[src/hw/rtl/tdt_pkg.sv]
// Shared constants, types and helpers of the task dependency tracker.
package tdt_pkg;

	localparam int SLOTS         = 256;
	localparam int MAX_PREDS     = 8;
	localparam int MAX_FOLLOWERS = 16;

	localparam int ID_W    = 16;
	localparam int WAIT_W  = 4;
	localparam int FCNT_W  = 5;
	localparam int SLOT_W  = $clog2(SLOTS);
	localparam int FA_W    = $clog2(SLOTS * MAX_FOLLOWERS);
	localparam int IDX_W   = $clog2(MAX_FOLLOWERS + 1);
	localparam int KEPT_W  = $clog2(MAX_PREDS + 1);

	localparam logic [1:0] OP_SUBMIT_PRED = 2'd0;
	localparam logic [1:0] OP_SUBMIT_SOLO = 2'd1;
	localparam logic [1:0] OP_COMPLETE    = 2'd2;

	// One slot record as held in the slot memory.
	typedef struct packed {
		logic [ID_W-1:0]   owner;
		logic              done;
		logic              kind;
		logic [WAIT_W-1:0] waiting;
		logic [FCNT_W-1:0] fcnt;
	} slot_t;

	localparam int SLOT_BITS = $bits(slot_t);

	typedef enum logic [4:0] {
		S_IDLE, S_DISPATCH, S_CLAIM, S_PRED_RD, S_PRED_CHK, S_WAIT_RD, S_WAIT_WR,
		S_FIN_RD, S_FIN, S_CMP_RD, S_CMP_CHK, S_ADV_RD, S_ADV_CHK, S_FOL_RD,
		S_FOL_GET, S_FOL_CHK, S_FOL_EMIT, S_FLUSH
	} state_t;

	typedef enum logic [4:0] {
		C_NONE, C_ACCEPT, C_CLAIM, C_PRED_RD, C_PRED_ADD, C_WAIT_RD, C_WAIT_INC,
		C_FIN_RD, C_FIN, C_CMP_RD, C_CMP_MARK, C_ADV_RD, C_ADV_STEP, C_FOL_RD,
		C_FOL_GET, C_FOL_CHK, C_FOL_EMIT, C_FLUSH
	} cmd_t;

	typedef struct packed {
		logic [1:0] op;
		logic       last;
		logic       open;
		logic       age_ok;
		logic       pred_ok;
		logic       cmp_ok;
		logic       adv_end;
		logic       adv_step;
		logic       fol_end;
		logic       fol_emit;
		logic       pend_valid;
		logic       out_free;
	} stat_t;

	function automatic logic [SLOT_W-1:0] slot_of(input logic [ID_W-1:0] id);
		return SLOT_W'(id % SLOTS);
	endfunction

endpackage

[src/hw/rtl/tdt_ctrl.sv]
// Controller state machine of the task dependency tracker.
module tdt_ctrl import tdt_pkg::*; (
	input  logic  clk,
	input  logic  arst_n,
	input  logic  in_valid,
	output logic  in_ready,
	input  stat_t stat,
	output cmd_t  cmd
);

	state_t state_q, state_d;

	always_ff @(posedge clk or negedge arst_n) begin
		if (!arst_n) begin
			state_q <= S_IDLE;
		end else begin
			state_q <= state_d;
		end
	end

	always_comb begin
		state_d  = state_q;
		cmd      = C_NONE;
		in_ready = 1'b0;
		unique case (state_q)
			S_IDLE: begin
				in_ready = 1'b1;
				if (in_valid) begin
					cmd     = C_ACCEPT;
					state_d = S_DISPATCH;
				end
			end
			S_DISPATCH: begin
				if (stat.op == OP_SUBMIT_PRED || stat.op == OP_SUBMIT_SOLO) begin
					if (!stat.open) begin
						state_d = S_CLAIM;
					end else if (stat.op == OP_SUBMIT_PRED) begin
						state_d = S_PRED_RD;
					end else begin
						state_d = S_FIN_RD;
					end
				end else if (stat.op == OP_COMPLETE && stat.age_ok) begin
					state_d = S_CMP_RD;
				end else begin
					state_d = S_FLUSH;
				end
			end
			S_CLAIM: begin
				cmd     = C_CLAIM;
				state_d = (stat.op == OP_SUBMIT_PRED) ? S_PRED_RD : S_FIN_RD;
			end
			S_PRED_RD: begin
				cmd     = C_PRED_RD;
				state_d = S_PRED_CHK;
			end
			S_PRED_CHK: begin
				if (stat.pred_ok) begin
					cmd     = C_PRED_ADD;
					state_d = S_WAIT_RD;
				end else begin
					state_d = stat.last ? S_FIN_RD : S_FLUSH;
				end
			end
			S_WAIT_RD: begin
				cmd     = C_WAIT_RD;
				state_d = S_WAIT_WR;
			end
			S_WAIT_WR: begin
				cmd     = C_WAIT_INC;
				state_d = stat.last ? S_FIN_RD : S_FLUSH;
			end
			S_FIN_RD: begin
				cmd     = C_FIN_RD;
				state_d = S_FIN;
			end
			S_FIN: begin
				cmd     = C_FIN;
				state_d = S_FLUSH;
			end
			S_CMP_RD: begin
				cmd     = C_CMP_RD;
				state_d = S_CMP_CHK;
			end
			S_CMP_CHK: begin
				if (stat.cmp_ok) begin
					cmd     = C_CMP_MARK;
					state_d = S_ADV_RD;
				end else begin
					state_d = S_FLUSH;
				end
			end
			S_ADV_RD: begin
				if (stat.adv_end) begin
					state_d = S_FOL_RD;
				end else begin
					cmd     = C_ADV_RD;
					state_d = S_ADV_CHK;
				end
			end
			S_ADV_CHK: begin
				if (stat.adv_step) begin
					cmd     = C_ADV_STEP;
					state_d = S_ADV_RD;
				end else begin
					state_d = S_FOL_RD;
				end
			end
			S_FOL_RD: begin
				if (stat.fol_end) begin
					state_d = S_FLUSH;
				end else begin
					cmd     = C_FOL_RD;
					state_d = S_FOL_GET;
				end
			end
			S_FOL_GET: begin
				cmd     = C_FOL_GET;
				state_d = S_FOL_CHK;
			end
			S_FOL_CHK: begin
				cmd     = C_FOL_CHK;
				state_d = stat.fol_emit ? S_FOL_EMIT : S_FOL_RD;
			end
			S_FOL_EMIT: begin
				if (!stat.pend_valid || stat.out_free) begin
					cmd     = C_FOL_EMIT;
					state_d = S_FOL_RD;
				end
			end
			S_FLUSH: begin
				if (stat.out_free) begin
					cmd     = C_FLUSH;
					state_d = S_IDLE;
				end
			end
			default: state_d = S_IDLE;
		endcase
	end

endmodule

[config.mk]
export PLATFORM = sky130hd
export DESIGN_NAME = tdt_ctrl
export DESIGN_NICKNAME = d
export VERILOG_FILES = /design/src/hw/rtl/tdt_pkg.sv /design/src/hw/rtl/tdt_ctrl.sv
export SDC_FILE = /design/constraint.sdc
export NUM_CORES = 1
export LEC_CHECK = 0
export BUFFER_PORTS_ARGS = -buffer_cell sky130_fd_sc_hd__buf_2
export CAP_MARGIN = 20
export CORE_MARGIN = 4
export CORE_UTILIZATION = 49
export CTS_BUF_LIST = sky130_fd_sc_hd__clkbuf_8
export CTS_CLUSTER_SIZE = 10
export DETAILED_ROUTE_END_ITERATION = 7
export PLACE_DENSITY_LB_ADDON = 0.12
export SLEW_MARGIN = 5
export SYNTH_ARGS = -nofsm -noshare
export SYNTH_HDL_FRONTEND = slang
export SYNTH_SLANG_ARGS = --single-unit
[constraint.sdc]
create_clock -name clk -period 4.1 [get_ports clk]
set_input_delay 0.41 -clock clk [delete_from_list [all_inputs] [get_ports clk]]
set_output_delay 0.41 -clock clk [all_outputs]
set_load 0.01 [all_outputs]
# ---- Word level (Yosys, flattened, before mapping)
# Cells that the tools add are included.
dict set report word_totals {
  output_inout_bits 6
  regBits 5
  in_bits 16
}
dict set report op_classes {
  reduce_logical 7
  mux 25
  eq_ne 22
}
# cell count
set ops {}
lappend ops {{one-hot mux 5 bit (18 select lines)} 1}
lappend ops {{one-hot mux 5 bit (17 select lines)} 1}
lappend ops {{two-way mux 5 bit} 12}
lappend ops {{equality test 5 x 4 -> 1 bit (second input constant)} 8}
lappend ops {{equality test 5 x 3 -> 1 bit (second input constant)} 4}
lappend ops {{two-way mux 4 bit} 4}
lappend ops {{two-way mux 3 bit} 4}
lappend ops {{equality test 5 x 2 -> 1 bit (second input constant)} 2}
lappend ops {{equality test 5 bit (second input constant)} 2}
lappend ops {{inequality test 2 bit (second input constant)} 3}
lappend ops {{equality test 5 x 1 -> 1 bit (second input constant)} 1}
lappend ops {{zero test 5 bit} 1}
lappend ops {{two-way mux 1 bit} 3}
lappend ops {{AND reduction 3 bit} 1}
lappend ops {{equality test 2 x 1 -> 1 bit (second input constant)} 1}
lappend ops {{equality test 2 bit (second input constant)} 1}
lappend ops {{zero test 2 bit} 1}
lappend ops {{logical OR 1 bit} 2}
lappend ops {{logical AND 1 bit} 1}
lappend ops {{zero test 1 bit} 1}

# ---- Depth between registers and ports, before layout
# Gate-level depths: netlist (run 1).
dict set report depth {
  word_depth 5
  mapped_depth 6
  mapped_depth_nobuf 4
}

# ---- Worst setup path after synthesis (run 1)
# No wires, ideal clock.
dict set report synth_path {
  kind {register to output}
  start {register state_q[4]}
  end {output cmd[0]}
  slack_ps 2345
  path_stages_with_launch 5
  n_path_buf 1
  arrival_ps 1345
  required_ps 3690
  path_cell_list {dfrtp_1 > clkbuf_2 > or3_4 > nor2_1 > a221o_1}
}
dict set report synth_between {
  elab_chain_cells 2
  word_cells_on_any_way 18
}
# item line
set synth_rtl {}
lappend synth_rtl {{start: declaration} tdt_ctrl.sv:11} ;# state_t state_q, state_d;
lappend synth_rtl {{start signal: assignment} tdt_ctrl.sv:17} ;# state_q <= state_d;
lappend synth_rtl {{equality test 5 bit, or another cell as far along} tdt_ctrl.sv:25} ;# unique case (state_q)
lappend synth_rtl {{one-hot mux 5 bit (17 select lines) (*)} tdt_ctrl.sv:25}
lappend synth_rtl {{end: declaration} tdt_ctrl.sv:8} ;# output cmd_t cmd
# Every way passes the cells marked *; elsewhere a longest branch is shown, timed or not.

# ---- Worst setup path after layout (run 1)
# Ends and elaborated chain as after synthesis.

==> results of run 1 <==
critical path: cells and delay by family (launching register included):
family	cells	cell delay [ns]
compound gates	2	0.61
flops	1	0.66
buf+inv	1	0.14
simple gates	1	0.24
cell usage in the layout (no fill, tap or decap), types with 2 or more instances in the layout:
cell type,synthesis,final
sky130_fd_sc_hd__buf_2,3,21
sky130_fd_sc_hd__nor2_1,8,8
sky130_fd_sc_hd__inv_1,7,8
sky130_fd_sc_hd__a21oi_1,7,7
sky130_fd_sc_hd__nand2_1,6,6
sky130_fd_sc_hd__o21ai_0,6,6
sky130_fd_sc_hd__nor3_1,5,5
sky130_fd_sc_hd__dfrtp_1,5,5
sky130_fd_sc_hd__nor2b_1,4,4
sky130_fd_sc_hd__nand3_1,3,3
sky130_fd_sc_hd__a31oi_1,3,3
sky130_fd_sc_hd__clkbuf_8,0,3
sky130_fd_sc_hd__a32o_1,2,2
sky130_fd_sc_hd__nand3b_1,2,2
sky130_fd_sc_hd__a21boi_0,2,2
sky130_fd_sc_hd__or2b_1,2,2
sky130_fd_sc_hd__a22oi_1,2,2
sky130_fd_sc_hd__o32ai_1,2,2
sky130_fd_sc_hd__a2bb2oi_1,2,2
sky130_fd_sc_hd__nand4b_1,2,2
layer usage:
metal  wire length (µm)  vias to the layer above  track usage, %
met2               1030                       55            33.0
li1                   -                      441               -
met3                195                        4            4.51
met4                 23                        0            5.91
met5                  0                        -               0
met1                961                      411            29.5
power by group:
group | total, W | switching, W | internal [W]
clock network | 0.0000885 | 0.0000243 | 0.0000642
registers | 0.000154 | 0.0000877 | 0.0000665
logic | 0.000327 | 0.000171 | 0.000156
total | 0.000570 | 0.000283 | 0.000287
kinds of logic after synthesis:
family / Yosys count / synth area share [%]
simple gates: 43 / 33.7
compound gates: 40 / 37.0
buf+inv: 16 / 11.8
flops: 5 / 16.2
mux: 1 / 1.30
timing repair:
item	in CTS	in global routing
hold buffers	1	0
buffers inserted	0	0
endpoints found under the hold margin	5	0
cell type report:
cell class	instances	area, µm²	share of cell area (%)
well taps	16	20.0	2.26
flip-flops and latches	5	125	14.1
clock buffers	3	41.3	4.65
inverters	7	26.3	2.96
repair buffers	22	115	13.0
clock inverters	1	3.75	0.423
multi-input cells	84	556	62.6
stage by stage:
stage          instance area, µm²  util, %  setup slack [ns]  total power [W]  hold WS [ns]
6_report                      887     59.6              1.81         0.000570         0.435
5_1_grt                       887     59.6              1.75         0.000618         0.442
4_1_cts                       887     59.6              1.85         0.000563         0.432
3_5_place_dp                  832     55.9              2.08         0.000473         0.224
3_3_place_gp                  832     55.9              2.09         0.000468         0.226
2_1_floorplan                 772        -              2.35         0.000414         0.114
worst paths after layout:
path	cells past startpoint	endpoint	startpoint
worst min register to register	1	state_q[1]$_DFFE_PN0P_	state_q[4]$_DFFE_PN0P_
worst max-delay path	4	cmd[0]	state_q[4]$_DFFE_PN0P_
max in group asynchronous	2	state_q[4]$_DFFE_PN0P_	arst_n
worst max register to register	4	state_q[0]$_DFFE_PN0P_	state_q[0]$_DFFE_PN0P_
worst min-delay path	2	state_q[0]$_DFFE_PN0P_	stat[0]
min in group asynchronous	2	state_q[1]$_DFFE_PN0P_	arst_n
==> flow_summary.toml, run 1 <==
[status]
run_status = "completed"

[cells_and_area]
n_fill_cell = 153
layout.cells.non_filler = 138
layout-drive-gt1-share_pct = 22.1
syn_to_final_growth_pct = 14.9
largest_registers = "state_q x5"
diodes = 0
final_nets = 139
registers.top_by_ff_count = "state_q"
largest_register_ffs = 5

[detailed_routing]
drc = 0
detail-route-antenna-nets = 0
routed_wire_length_per_instance_um = 16.0
vias_per_cell = 6.60
wl_mm = 2.21
starting_drt_drc_count = 41
routed-via-count = 911
dr.pass1.iters = 4

[floorplan]
initial_core_util_pct = 51.8
die-area_mm2 = 0.00227
core_area_mm2 = 0.00149
num_io_pins = 22
floorplan.die.height_um = 47.7
die_w_um = 47.7
rows = 14

[synth]
synth_ff_type = "sky130_fd_sc_hd__dfrtp_1"
synth_seq_cells = 5
ys_top_cells_by_area = "sky130_fd_sc_hd__dfrtp_1 (16%), sky130_fd_sc_hd__a21oi_1 (4.5%), sky130_fd_sc_hd__buf_6 (4.4%), sky130_fd_sc_hd__o21ai_0 (3.9%), sky130_fd_sc_hd__nor2_1 (3.9%)"
synth_edf_count = 0
asyncSetResetFlopFracSynth_pct = 100
synth_most_common_cell = "sky130_fd_sc_hd__nor2_1"
yosysSeqAreaShare_pct = 16.2
synth_largest_area_cell = "sky130_fd_sc_hd__dfrtp_1"
synth_nets = 121
synth.cell_area_um2 = 772
synth_cell_types = 49
synth_top_area_share_pct = 16.2
post_synth_inst_count = 105
yosys_warnings = 0
netlist_top_cells_count = "sky130_fd_sc_hd__nor2_1 (8), sky130_fd_sc_hd__a21oi_1 (7), sky130_fd_sc_hd__inv_1 (7)"
avgSynthCellArea_um2 = 7.35

[pwr]
leakage_nw = 0.377
vdd_drop_max_v = 0.000261
power.density_cell_area_mw_per_mm2 = 642

[grt]
pin_count_of_the_biggest_net_entering_global_routing = 23
grt_pass1_wl_mm = 3.45
track_usage_pct = 21.2
globalRoute.totalOverflow = 0
first_global_vias = 770
initial_antenna_violation_count = 0

[clocking]
worst_skew_pair_latency_ns = 0.22
cts-root-buf = "sky130_fd_sc_hd__clkbuf_8"
tritoncts.num_buffers = 3
path_clk_slew_ns = 0.04
clock_sink_count = 5
htree_num_levels = 1
tritoncts = "yes"
cts.repair.resized = 0
clock_path_buffers = 2

[timing]
setup_viol = 0
fmax_mhz = 436
actual_transition_at_the_worst_max_transition_pin_ns = 0.649
final.setup.tns_ns = 0
finalClockSkew_ns = 0.000245
report.final.slew_viol_count = 0
rsz0062_at_grt = "no"
share_of_the_cycle_needed_by_the_critical_path_after_routing_pct = 55.9
period_needed_ns = 2.29
max-slew-margin-rel_pct = 56.7
finalHoldViolCount = 0

[placement]
hpwl_mm = 1.66
finalWeightedCongestion = 0.846
placement.io_buffers = 21
inst_count_dp = 133

[setup_path]
worst_setup_path_end_kind = "primary output"
crit_path_top_delay_cell = "sky130_fd_sc_hd__dfrtp_1"
critical_path_required_ns = 3.69
ff2ff_setup_slack_ns = 2.21
worst_setup_path_start_kind = "flip-flop"
critical_path_maximum_fanout = 17
critical_path.cell_chain = "nor2b_1 -> a32o_1 -> a221o_1 -> buf_2"
worstSetupPathType = "reg -> out"
crit_path_max_cell_delay_ns = 0.66
crit_arrival_ns = 1.88

[job]
maxCapViolCount = 0

[hold_path]
min_path_type = "in -> reg"
Power figures use the tool's default switching activity.
==> inputs of run 2 (changes only) <==
==> constraint.sdc (replaced) <==
create_clock -name clk -period 2.3 [get_ports clk]
set_input_delay 0.23 -clock clk [delete_from_list [all_inputs] [get_ports clk]]
set_output_delay 0.23 -clock clk [all_outputs]
set_load 0.01 [all_outputs]
==> flow_summary.toml, run 2 (synthesis results as in run 1) <==
[cells_and_area]
n_fill_cell = 136
registers.top_by_ff_count = "state_q"
postLayoutCellArea_um2 = 895
largest_register_ffs = 5
syn_to_final_growth_pct = 15.9
commonest_cells_after_routing_fill_and_taps_aside = "sky130_fd_sc_hd__buf_2 (21), sky130_fd_sc_hd__nor2_1 (8), sky130_fd_sc_hd__inv_1 (8), sky130_fd_sc_hd__a21oi_1 (7)"
largest_registers = "state_q x5"
final_nets = 140
layout_commonest_cell = "sky130_fd_sc_hd__buf_2"
layout-drive-gt1-share_pct = 22.8
diodes = 0

[timing]
final.setup.tns_ns = 0
finalHoldViolCount = 0
actual_transition_at_the_worst_max_transition_pin_ns = 0.612
max-slew-margin-rel_pct = 59.2
period_needed_ns = 2.06
fmax_mhz = 486
setup_viol = 0
finalHoldWorstSlack_ns = 0.254
report.final.slew_viol_count = 0
rsz0062_at_grt = "no"
share_of_the_cycle_needed_by_the_critical_path_after_routing_pct = 89.4
layout_setup_ws_ns = 0.244
finalClockSkew_ns = 0.00112

[grt]
first_global_vias = 740
pin_count_of_the_biggest_net_entering_global_routing = 23
globalRoute.totalOverflow = 0
grt_pass1_wl_mm = 3.28
initial_antenna_violation_count = 0
track_usage_pct = 19.9

[status]
run_status = "completed"

[clocking]
path_clk_slew_ns = 0.04
clock_sink_count = 5
cts.repair_timing.setup_buffer_count = 0
tritoncts = "yes"
cts-root-buf = "sky130_fd_sc_hd__clkbuf_8"
htree_num_levels = 1
tritoncts.num_buffers = 3
worst_skew_pair_latency_ns = 0.22
clock_path_buffers = 2

[detailed_routing]
starting_drt_drc_count = 24
wl_met1_um = 968
wl_mm = 2.08
highest_layer = "met3"
routed-via-count = 881
detail-route-antenna-nets = 0
drc = 0
vias_per_cell = 6.34
routed_wire_length_per_instance_um = 15.0
met2_length_um = 927
dr.pass1.iters = 4
met3WireLength_um = 186

[placement]
finalWeightedCongestion = 0.827
placement.io_buffers = 21
hpwl_mm = 1.57
dp_worst_setup_slack_ns = 0.480
placed_area_um2 = 840

[setup_path]
worst_setup_path_end_kind = "primary output"
crit-reg2reg-launch = "state_q[0]$_DFFE_PN0P_"
worst_setup_path_start_kind = "flip-flop"
ff2ff_setup_slack_ns = 0.45
worstSetupPathType = "reg -> out"
critical_path_required_ns = 2.07
crit_arrival_ns = 1.83
worstRegToRegCells = 4
critical_path_maximum_fanout = 17
regToRegEndpoint = "state_q[0]$_DFFE_PN0P_"

[hold_path]
holdPathStages = 2
worst_hold_startpoint = "stat[0]"
min_path_type = "in -> reg"
whs_endpoint = "state_q[0]$_DFFE_PN0P_"

[pwr]
vdd_drop_max_v = 0.000819
power.density_cell_area_mw_per_mm2 = 1130
leakage_nw = 0.382
power.total_w = 0.00101

[floorplan]
rows = 14
num_io_pins = 22
initial_core_util_pct = 51.8
floorplan.die.height_um = 47.7
core_area_mm2 = 0.00149
die_w_um = 47.7
die-area_mm2 = 0.00227

[job]
maxCapViolCount = 0
==> run 2: changes by cell type in the layout (fill, tap and decap cells not counted), sizes merged <==
| cell | before | now |
|---|---|---|
| buf | 21 | 22 |
==> run 2: report_power, final <==
group	leakage, nW	internal (W)	switching (W)
Clock	0.0269	0.000114	0.0000425
Combinational	0.290	0.000285	0.000304
Sequential	0.0649	0.000119	0.000144
Total	0.382	0.000519	0.000490
==> run 2: per-stage QoR <==
step | instances | util (%)
after floorplan | 105 | -
after global placement | 134 | 56.4
after detailed placement | 134 | 56.4
after CTS | 139 | 60.1
after global routing | 139 | 60.1
final | 139 | 60.1
==> run 2: metal layers <==
layer  vias to the layer above  global-route usage [%]
met1                       406                    28.2
met5                         -                       0
met3                         0                    7.14
li1                        436                       -
met4                         0                   0.538
met2                        39                    30.9
==> run 2: worst max-delay path by stage <==
| stage | start | endpoint | slack, ns | cells after the start |
|---|---|---|---|---|
| finish | state_q[4]$_DFFE_PN0P_ | cmd[0] | 0.24 | 4 |
| global route | state_q[2]$_DFFE_PN0P_ | cmd[0] | 0.16 | 4 |
| CTS | state_q[2]$_DFFE_PN0P_ | cmd[0] | 0.27 | 4 |
| detailed placement | state_q[0]$_DFFE_PN0P_ | state_q[0]$_DFFE_PN0P_ | 0.48 | 4 |
| global placement | state_q[4]$_DFFE_PN0P_ | cmd[0] | 0.50 | 4 |
| floorplan | state_q[4]$_DFFE_PN0P_ | cmd[0] | 0.73 | 4 |
==> run 2: worst max-delay path, cell delays in order (launching register included) <==
cell and delay, ns:
sky130_fd_sc_hd__dfrtp_1 0.67, sky130_fd_sc_hd__nor2b_1 0.22, sky130_fd_sc_hd__a32o_1 0.27, sky130_fd_sc_hd__a221o_1 0.31, sky130_fd_sc_hd__buf_2 0.14
==> run 2: repair_timing <==
action / CTS / global route
resized for setup: 0 / 0
endpoints found under the hold margin: 5 / 0
hold buffers: 1 / 0
==> run 2: area by class of cell <==
class	instances	area (µm²)	area share (%)
Tap cell	16	20.0	2.24
Clock inverter	1	3.75	0.420
Clock buffer	3	41.3	4.62
Sequential cell	5	125	14.0
Multi-Input combinational cell	84	556	62.1
Inverter	7	26.3	2.94
Timing Repair Buffer	23	123	13.7
